### src/hw/rtl/ulcm_pkg.sv
package ulcm_pkg;

    localparam int WORD_COUNT = 8;
    localparam int WORD_MAX   = 17;
    localparam int POS_W      = 6;

    localparam logic [7:0] NEWLINE_BYTE = 8'd10;
    localparam logic [3:0] ACTION_NONE  = 4'd8;

    typedef logic [POS_W-1:0]      t_pos;
    typedef logic [WORD_COUNT-1:0] t_word_mask;
    typedef logic [3:0]            t_action;

    // Strings are right-justified: the last character sits in bits [7:0].
    localparam logic [WORD_MAX*8-1:0] WORD_TEXT [WORD_COUNT] = '{
        "on_led",
        "off_led",
        {"led_left", "_on"},
        {"led_right", "_on"},
        {"led_left", "_keep_on"},
        {"led_right", "_keep_on"},
        {"led_flower", "_on"},
        {"led_flower", "_off"}
    };

    localparam t_pos WORD_LEN [WORD_COUNT] = '{
        6'd6, 6'd7, 6'd11, 6'd12, 6'd16, 6'd17, 6'd13, 6'd14
    };

    // Character of word k at line position pos; only meaningful for pos < WORD_LEN[k].
    function automatic logic [7:0] word_char(input int k, input t_pos pos);
        logic [4:0] off;
        off = 5'(WORD_LEN[k] - pos - 6'd1);
        return WORD_TEXT[k][off*8 +: 8];
    endfunction

endpackage

### src/hw/rtl/uart_line_command_matcher_unit.sv
// Channel   Direction  Handshake                 Payload
// input     in         i_in_valid / o_in_ready   i_rx_byte[7:0]
// result    out        o_out_valid / i_out_ready o_action[3:0], o_line_matched
//
// One byte per cycle: each byte below the line limit is compared against all eight
// words in the cycle it is taken, and a newline loads the result register in that same cycle.
// Only newline bytes produce a result; other bytes update the match state below the limit.
// Input is stalled only while a result is held and the sink is not ready.
// Synchronous active-low reset clears the line state and sets the action to none.
module uart_line_command_matcher_unit
    import ulcm_pkg::*;
#(
    parameter int LINE_LIMIT = 40
) (
    input  logic       i_clk,
    input  logic       i_rst_n,
    input  logic       i_in_valid,
    output logic       o_in_ready,
    input  logic [7:0] i_rx_byte,
    output logic       o_out_valid,
    input  logic       i_out_ready,
    output logic [3:0] o_action,
    output logic       o_line_matched
);

    localparam t_pos LIMIT = t_pos'(LINE_LIMIT);

    t_pos       r_pos,       n_pos;
    t_word_mask r_match,     n_match;
    t_action    r_action,    n_action;
    logic       r_out_valid, n_out_valid;
    logic       r_matched,   n_matched;

    logic       in_xfer;
    logic       is_newline;
    logic       hit;
    t_action    hit_idx;

    assign o_in_ready     = !r_out_valid || i_out_ready;
    assign in_xfer        = i_in_valid && o_in_ready;
    assign is_newline     = (i_rx_byte == NEWLINE_BYTE);
    assign o_out_valid    = r_out_valid;
    assign o_action       = r_action;
    assign o_line_matched = r_matched;

    // First word in priority order that still matches and was fully seen.
    always_comb begin
        hit     = 1'b0;
        hit_idx = ACTION_NONE;
        for (int k = WORD_COUNT - 1; k >= 0; k--) begin
            if (r_match[k] && (r_pos >= WORD_LEN[k])) begin
                hit     = 1'b1;
                hit_idx = t_action'(k);
            end
        end
    end

    always_comb begin
        n_pos       = r_pos;
        n_match     = r_match;
        n_action    = r_action;
        n_matched   = r_matched;
        n_out_valid = r_out_valid && !i_out_ready;
        if (in_xfer) begin
            if (is_newline) begin
                n_pos       = '0;
                n_match     = '1;
                n_out_valid = 1'b1;
                n_matched   = hit;
                if (hit) begin
                    n_action = hit_idx;
                end
            end else if (r_pos < LIMIT) begin
                // drop words that disagree at this position
                for (int k = 0; k < WORD_COUNT; k++) begin
                    if ((r_pos < WORD_LEN[k]) && (word_char(k, r_pos) != i_rx_byte)) begin
                        n_match[k] = 1'b0;
                    end
                end
                n_pos = r_pos + t_pos'(1);
            end
        end
    end

    always_ff @(posedge i_clk) begin
        if (!i_rst_n) begin
            r_pos       <= '0;
            r_match     <= '1;
            r_action    <= ACTION_NONE;
            r_out_valid <= 1'b0;
        end else begin
            r_pos       <= n_pos;
            r_match     <= n_match;
            r_action    <= n_action;
            r_out_valid <= n_out_valid;
        end
    end

    always_ff @(posedge i_clk) begin
        r_matched <= n_matched;
    end

endmodule

### config.mk
export PLATFORM = sky130hd
export DESIGN_NAME = uart_line_command_matcher_unit
export DESIGN_NICKNAME = d
export VERILOG_FILES = /design/src/hw/rtl/ulcm_pkg.sv /design/src/hw/rtl/uart_line_command_matcher_unit.sv
export SDC_FILE = /design/constraint.sdc
export NUM_CORES = 1
export LEC_CHECK = 0
export BUFFER_PORTS_ARGS = -buffer_cell sky130_fd_sc_hd__buf_2
export CORE_MARGIN = 2
export CORE_UTILIZATION = 45
export DETAILED_ROUTE_END_ITERATION = 12
export PLACE_DENSITY = 0.58
export SYNTH_ARGS = -nofsm -noshare
export SYNTH_HDL_FRONTEND = slang
export SYNTH_SLANG_ARGS = --single-unit
### constraint.sdc
create_clock -name i_clk -period 5.4 [get_ports i_clk]
set_input_delay 0 -clock i_clk [delete_from_list [all_inputs] [get_ports i_clk]]
set_output_delay 0 -clock i_clk [all_outputs]
set_load 0.05 [all_outputs]
# Word-level counts from Yosys, hierarchy flattened
# Cells that the tools add are included.
# W data, S select, Z words.
totals:
  regBits: 20
  input_bits: 12
  output_inout_bits: 7
  elab_cells: 134
classes:
  add_sub_neg: 17
  order_cmp: 17
  n_eq_ne: 9
  shifts: 8
  n_mux: 30
  reduce_logical: 41
op_table:
  columns: ["cell", "count"]
  rows:
  - ["$shiftx A136 B9 Y8 const A", 8]
  - ["$ne A8 B8 Y1", 8]
  - ["$sub A5 B1 Y5 const B", 8]
  - ["$mux W4", 8]
  - ["$reduce_and A3 Y1", 9]
  - ["$ge A6 B4 Y1 const B", 4]
  - ["$lt A6 B4 Y1 const B", 4]
  - ["$sub A4 B5 Y5 const A", 4]
  - ["$logic_and A1 B1 Y1", 18]
  - ["$mux W1", 18]
  - ["$reduce_bool A2 Y1", 9]
  - ["$mux W8", 2]
  - ["$ge A6 B3 Y1 const B", 2]
  - ["$ge A6 B5 Y1 const B", 2]
  - ["$lt A6 B3 Y1 const B", 2]
  - ["$lt A6 B5 Y1 const B", 2]
  - ["$mux W6", 2]
  - ["$sub A3 B5 Y5 const A", 2]
  - ["$sub A5 B5 Y5 const A", 2]
  - ["$eq A8 B4 Y1 const B", 1]
  - ["$add A6 B1 Y6 const B", 1]
  - ["$lt A6 B6 Y1 const B", 1]
  - ["$reduce_and A2 Y1", 2]
  - ["$logic_not A1 Y1", 2]
  - ["$logic_or A1 B1 Y1", 1]

# Logic depth before layout (Yosys ltp)
# Gate-level depths: netlist of run 1.
depth:
  word_depth: 11
  ltp_mapped: 13
  ltp_nobuf: 10

# Worst setup path before layout of run 1
# No wires, ideal clock.
synth_timing:
  path_kind: "register -> register"
  from: "register r_pos[0]"
  to: "register r_match[6]"
  setup_time_ps: 87
  arrival_time_ps: 3146
  t_required_ps: 5313
  path_slack_ps: 2167
  path_stages_with_launch: 13
  path_buffers: 4
  synth_period_minus_slack_ps: 3233
  cell_sequence: "dfxtp_1 > buf_2 > buf_1 > inv_1 > ha_1 > ha_1 > clkbuf_1 > buf_2 > o221ai_1 > a31oi_1 > nand4b_1 > or4b_1 > o31ai_1"
synth_via:
  elab_chain_cells: 7
  elab_cells_between_ends: 10
  cone_classes: "add/sub: 2; order compare: 2; eq/ne: 1; shift: 1; reduce/logical: 4"
synth_rtl:
  columns: ["element", "line", "text"]
  rows:
  - ["start: declaration", "uart_line_command_matcher_unit.sv:28", "t_pos r_pos, n_pos;"]
  - ["start signal: assignment", "uart_line_command_matcher_unit.sv:92", "r_pos <= n_pos;"]
  - ["$sub A4 B5 Y5", "ulcm_pkg.sv:33", "off = 5'(WORD_LEN[k] - pos - 6'd1);"]
  - ["$sub A5 B1 Y5", "ulcm_pkg.sv:33", null]
  - ["$shiftx A136 B9 Y8", "ulcm_pkg.sv:34", "return WORD_TEXT[k][off*8 +: 8];"]
  - ["$ne A8 B8 Y1", "uart_line_command_matcher_unit.sv:76", "if ((r_pos < WORD_LEN[k]) && (word_char(k, r_pos) != i_rx_byte)) begin"]
  - ["$logic_and A1 B1 Y1", "uart_line_command_matcher_unit.sv:76", null]
  - ["$reduce_bool A2 Y1 (no source line)", null, null]
  - ["$reduce_and A3 Y1 (no source line) (*)", null, null]
  - ["end signal: assignment", "uart_line_command_matcher_unit.sv:93", "r_match <= n_match;"]
  - ["end: declaration", "uart_line_command_matcher_unit.sv:29", "t_word_mask r_match, n_match;"]
# Every way passes the cells marked *; elsewhere a longest branch is shown, timed or not.
# A chain may end at the register's enable or synchronous reset.

# Worst setup path in the final report of run 1
# Ends and elaborated chain as after synthesis.

==> qor.yml, run 1 <==
sta:
  slew_headroom_pct: 37.55
  min_period_ns: 3.531
  rsz0062_at_grt: "no"
  slew_viol_final: 0
  fmax_ghz: 0.2832
  fin_worst_skew_ns: 0.007400
  worstMarginPinSlew_ns: 0.9354
  post-route-period-util_pct: 65.38
  setup_viol: 0
  setup_tns_ns: 0
  hold_viol: 0
final_layout:
  fill_cells: 856
  diodes: 0
  syn_to_final_growth_pct: 4.286
  multi_input_area_mm2: 0.003045
  drive_gt1_share_pct: 9.615
  nets: 560
  seqCellArea_um2: 410.4
clock_network:
  clock_latency_ns: 0.28
  cts_root_buf: "clkbuf_8"
  cts_tree: "yes"
  cts_buffers: 3
  htreeDepth: 1
  clockBufferDepth: 2
  clk_pin_slew_ns: 0.10
  cts_setup_buffers: 0
  cts.sinks: 20
hold_path:
  min_delay_path_depth: 3
  holdCritStartpoint: "i_out_ready"
  holdCritPathClass: "in2reg"
route:
  drt-total-wl_um: 12280
  initialDrtViolationCount: 415
  drtAntennaViolNets: 0
  vias: 3998
  routedWlPerCell_um: 19.65
  dr.pass1.iters: 5
  drc_errors: 0
  vias_per_cell: 6.397
run_status:
  status: "complete, no violations"
synthesis:
  synthTopCellsByArea: "dfxtp_1, ha_1, xnor2_1, a21oi_1, o21ai_0"
  ys.warnings.count: 0
  yosysTopAreaCellShare_pct: 10.26
  synth-async-reset-ratio_pct: 0
  yosysMostFrequentCell: "nand2_1"
  synth-edff-count: 1
  synthesis.nets: 574
  synthXorXnorAreaFrac_pct: 8.471
  syn_inst: 535
  yosysTopAreaCell: "dfxtp_1"
  synth_mux_area_share_pct: 6.682
  synth-simple-area-share_pct: 30.27
  synth_top_family_by_area: "simple AND/OR/NAND/NOR gates"
  synthFlopType: "dfxtp_1"
  synthTopCellsByCount: "nand2_1, nor2_1, a21oi_1, o21ai_0, clkbuf_1"
  yosys.area_share.adder_pct: 9.112
  syn_area_per_cell_um2: 6.930
  ys_seq_elements: 20
  yosysSeqAreaShare_pct: 11.07
  netlist_area_mm2: 0.003707
  synth-compound-area-share_pct: 27.61
  synth_cell_type_count: 66
power_and_ir_drop:
  seqPwrFrac_pct: 25.0
  vdd_ir_drop_max_mv: 0.06112
  switching_share_pct: 43.05
  static-leakage-power_uw: 0.001513
  combPwrFrac_pct: 51.8
  p_int_uw: 364.8
  pwr-share-clk_pct: 23.2
  p_total_uw: 640.5
  power_density_mw_per_mm2: 165.7
  p_switching_uw: 275.8
die:
  start_util_pct: 45.81
  die_x_um: 94.77
  dieHeight_um: 94.77
  fp.coreArea_mm2: 0.008093
  io_pins: 19
  row_count: 33
  dieArea_mm2: 0.008980
worst_setup_path:
  crit_buf_inv: 2
  start_kind: "flop"
  startpoint: "r_pos[0]"
  crit_cells: 9
  r2r_cells: 9
  r2r_start: "r_pos[0]"
  crit_end: "r_match[6]"
  path_class: "reg2reg"
  crit_fanout: 27
  rr_endpoint: "r_match[6]"
  cp_top_family: "adder cells"
  worstSetupEndpointType: "flop"
  ff2ff_setup_slack_ns: 1.87
  crit_arrival_ns: 3.73
  cp_cell_sequence: "buf_4 -> inv_1 -> ha_1 -> ha_1 -> nand2_1 -> o311a_1 -> nand4b_1 -> or4b_1 -> o31ai_1"
  cp_common_cell: "ha_1"
  crit_slowest_cell: "ha_1"
  cp_slowest_stage_delay_ns: 0.82
  critPathRequiredTime_ns: 5.60
run:
  drv_cap: 0
global_route:
  grt_pass1_wl_um: 19480
  grt_max_degree: 32
  antenna_found_initial: 0
  track_usage_pct: 27.76
  grt.overflow.total: 0
  grt_pass1_vias: 3676
placed_design:
  hpwl_um: 8583
  io_buffers: 18
  place_congestion: 0.8974
## sequential cells by signal (all words and copies together) (netlist names)
signal          cells
r_match             8
r_pos               6
o_action            4
o_line_matched      1
o_out_valid         1
## tightest hold or removal path, stage by stage
cell	delay [ns]
buf_2	0.07
nand2b_1	0.18
a21boi_0	0.10
## through the flow
stage                     area [um^2]  hold WS (ns)  util [%]  cells  setup slack [ns]
after detailed placement         3790        0.2770     46.83    620             1.928
after global placement           3790        0.2618     46.83    620             1.955
after global routing             3866        0.1679     47.77    625             1.614
after floorplan                  3707        0.1851         -    535             2.167
final                            3866        0.1179     47.77    625             1.869
after CTS                        3866        0.1254     47.77    625             1.901
## worst min-delay path by stage
stage	endpoint	slack [ns]
after global placement	o_action[3]	0.26
final	o_out_valid	0.12
after global routing	o_out_valid	0.17
after floorplan	r_match[1]	0.19
after CTS	o_out_valid	0.13
after detailed placement	o_action[3]	0.28
## logic make-up (layout without fill, tap and decap cells)
logic type,Yosys count,in the layout
muxes,19,19
xor gates and xnor gates,35,35
DFF,20,20
adders and majority gates,27,27
buffers and inverters,64,49
and+or+nand+nor,213,213
AOI/OAI and AO/OA,157,157
## power by group through the flow
| stage | registers [uW] | logic, uW | clock network, uW |
|---|---|---|---|
| 3_5_place_dp | 163 | 323 | 0 |
| 2_1_floorplan | 163 | 253 | 0 |
| 3_3_place_gp | 163 | 320 | 0 |
| 5_1_grt | 161 | 364 | 154 |
| 4_1_cts | 160 | 325 | 148 |
| 6_report | 160 | 332 | 149 |
## placed cells by master, fill, tap and decap left out, types with 7 or more instances in the layout
cell	instances
nand2_1	46
nor2_1	45
o21ai_0	40
a21oi_1	40
ha_1	27
xnor2_1	24
nor3_1	21
inv_1	20
nand2b_1	19
dfxtp_1	19
buf_2	18
nand3_1	16
nor2b_1	15
a31oi_1	11
xor2_1	10
mux2i_1	9
o31ai_1	8
o41ai_1	7
o32ai_1	7
nand4b_1	7
## cell type report
cell class,instances,area share (%)
clock buffer,4,1.715
inverter,22,2.136
multi-input combinational,451,78.77
sequential,20,10.61
tap,105,3.398
timing repair buffer,23,3.366
## per-layer routing
layer / up-vias / global-route usage (%) / routed length [um]
li1: 1916 / - / -
met1: 1861 / 37.51 / 5389
met2: 203 / 47.22 / 5761
met3: 18 / 2.713 / 951
met4: 0 / 7.126 / 179
met5: - / 0 / 0
## what timing repair did
| action | 4_1_cts | 5_1_grt |
|---|---|---|
| gates resized for setup | 0 | 0 |
| endpoints found under the hold margin | 1 | 0 |
| hold buffers | 1 | 0 |
(Power assumes the default switching activity.)
==> run 2, diff against run 1 <==
PLACE_DENSITY = 0.6   (was 0.58)
clock period = 3.13 ns   (was 5.4 ns; I/O delays follow)
==> run 2 against run 1 <==
Sequential share of layout area shrank 0.28 points. Wire length grew 2.6%. Hold slack lost 0.0058 ns. Utilization grew 1.3 points. Sequential power grew 72%. Clock power grew 67%. Total power grew 76%. Critical path depth grew 1. Non-clock buffer count grew 14. Critical path type unchanged. Largest cell class unchanged.
==> qor.yml, run 2 (synthesized netlist as in run 1, its figures left out) <==
run_status:
  status: "complete, no violations"
global_route:
  track_usage_pct: 28.46  # +0.70 points
  grt.overflow.total: 0  # unchanged
  grt_pass1_wl_um: 19750  # +1.4%
  grt_max_degree: 31  # -3.1%
  grt_pass1_vias: 3637  # -1.1%
  antenna_found_initial: 0  # unchanged
sta:
  fin_ws_ns: 0.2639  # -1.605 ns
  slew_viol_final: 0  # unchanged
  hold_viol: 0  # unchanged
  setup_viol: 0  # unchanged
  post-route-period-util_pct: 91.57  # +26 points
  fmax_ghz: 0.3489  # +23%
  holdWs_ns: 0.1121  # -0.005777 ns
  worstMarginPinSlew_ns: 0.5944  # -0.3411 ns
  slew_headroom_pct: 60.20  # +23 points
  fin_worst_skew_ns: 0.01123  # +0.003833 ns
  min_period_ns: 2.866  # -0.6646 ns
  rsz0062_at_grt: "no"
  setup_tns_ns: 0  # unchanged
route:
  routedWlPerCell_um: 19.72  # +0.37%
  drtAntennaViolNets: 0  # unchanged
  dr.pass1.iters: 5  # unchanged
  initialDrtViolationCount: 368  # -11%
  drc_errors: 0  # unchanged
  drt-total-wl_um: 12600  # +2.6%
  vias: 4049  # +1.3%
  vias_per_cell: 6.336  # -0.94%
final_layout:
  fill_cells: 872  # +1.9%
  nets: 574  # +2.5%
  layout_commonest_cell: "nand2_1"
  multi_input_area_mm2: 0.003045  # unchanged
  syn_to_final_growth_pct: 7.121
  instances_no_fill: 639  # +2.2%
  top_register: "r_match"
  final_cell_mix: "nand2_1, nor2_1, o21ai_0, a21oi_1, ha_1"
  utilization_pct: 49.07  # +1.3 points
  seqCellArea_um2: 410.4  # unchanged
  drive_gt1_share_pct: 11.99  # +2.4 points
  largest_register_ffs: 8  # unchanged
  diodes: 0  # unchanged
die:
  start_util_pct: 45.81  # unchanged
  row_count: 33  # unchanged
  io_pins: 19  # unchanged
  fp.coreArea_mm2: 0.008093  # unchanged
  dieArea_mm2: 0.008980  # unchanged
  die_x_um: 94.77  # unchanged
  dieHeight_um: 94.77  # unchanged
power_and_ir_drop:
  vdd_ir_drop_max_mv: 0.1214  # +99%
  static-leakage-power_uw: 0.001582  # +4.6%
  power_density_mw_per_mm2: 283.9  # +71%
clock_network:
  cts_tree: "yes"
  clock_latency_ns: 0.28  # about the same
  cts_buffers: 3  # unchanged
  clk_pin_slew_ns: 0.10  # about the same
  clockBufferDepth: 2  # unchanged
  cts_setup_buffers: 0  # unchanged
  htreeDepth: 1  # unchanged
  cts.sinks: 20  # unchanged
  cts_root_buf: "clkbuf_8"
worst_setup_path:
  start_kind: "flop"
  crit_fanout: 27  # unchanged
  path_class: "reg2reg"
  critPathRequiredTime_ns: 3.30  # -2.30 ns
  crit_arrival_ns: 3.03  # -0.70 ns
  worstSetupEndpointType: "flop"
hold_path:
  holdCritPathClass: "in2reg"
placed_design:
  io_buffers: 18  # unchanged
  place_congestion: 0.9070  # +1.1%
  hpwl_um: 8970  # +4.5%
  dpl.cell_count: 634  # +2.3%
  place_worst_setup_slack_ns: 0.3185  # -1.610 ns
run:
  drv_cap: 0  # unchanged
run 2: changes by cell type in the layout (fill, tap and decap cells not counted), sizes merged:
cell and change:
buf +14
run 2: layout make-up:
cell class,instances,area share [%]
Multi-Input combinational cell,451,76.69
Sequential cell,20,10.33
Timing Repair Buffer,37,5.923
Tap cell,105,3.308
Inverter,22,2.079
Clock buffer,4,1.670
run 2: worst max-delay path, cell delays in order, from the launching register on:
cell and delay (ns):
dfxtp_1 0.34, buf_4 0.32, ha_1 0.29, inv_1 0.11, ha_1 0.50, mux2_2 0.37, a22oi_1 0.23, nor3_1 0.09
a31oi_1 0.15, o32ai_1 0.11, a41o_1 0.23
run 2: timing repair:
action	4_1_cts	5_1_grt
gates resized for setup	0	0
endpoints found under the hold margin	1	0
hold buffers	1	0
setup endpoints to repair	0	0
run 2: path summary, 6_finish.rpt:
path | start | endpoint | slack (ns) | cells after the start
worst max-delay path | r_pos[2] | r_match[7] | 0.26 | 10
worst min register to register | o_action[3] | o_action[3] | 0.44 | 2
worst max register to register | r_pos[2] | r_match[7] | 0.26 | 10
worst min-delay path | i_out_ready | o_out_valid | 0.11 | 3
run 2: metrics by stage:
stage	total power, uW	cell area [um^2]
3_5_place_dp	866.8	3895
2_1_floorplan	719.2	3710
5_1_grt	1194	3971
4_1_cts	1122	3971
3_3_place_gp	860.5	3895
6_report	1127	3971
run 2: layer usage:
| layer | GRT usage (%) | up-vias | wire length (um) | share of wire (%) |
|---|---|---|---|---|
| li1 | - | 1954 | - | - |
| met4 | 8.816 | 0 | 306 | 2.4 |
| met3 | 2.235 | 26 | 786 | 6.2 |
| met2 | 46.69 | 175 | 5735 | 46 |
| met5 | 0 | - | 0 | 0 |
| met1 | 39.58 | 1894 | 5775 | 46 |
run 2: where the power goes:
part / internal [uW] / switching (uW) / total (uW)
Sequential: 267 / 9.30 / 276
Clock: 139 / 110 / 249
Combinational: 239 / 363 / 602
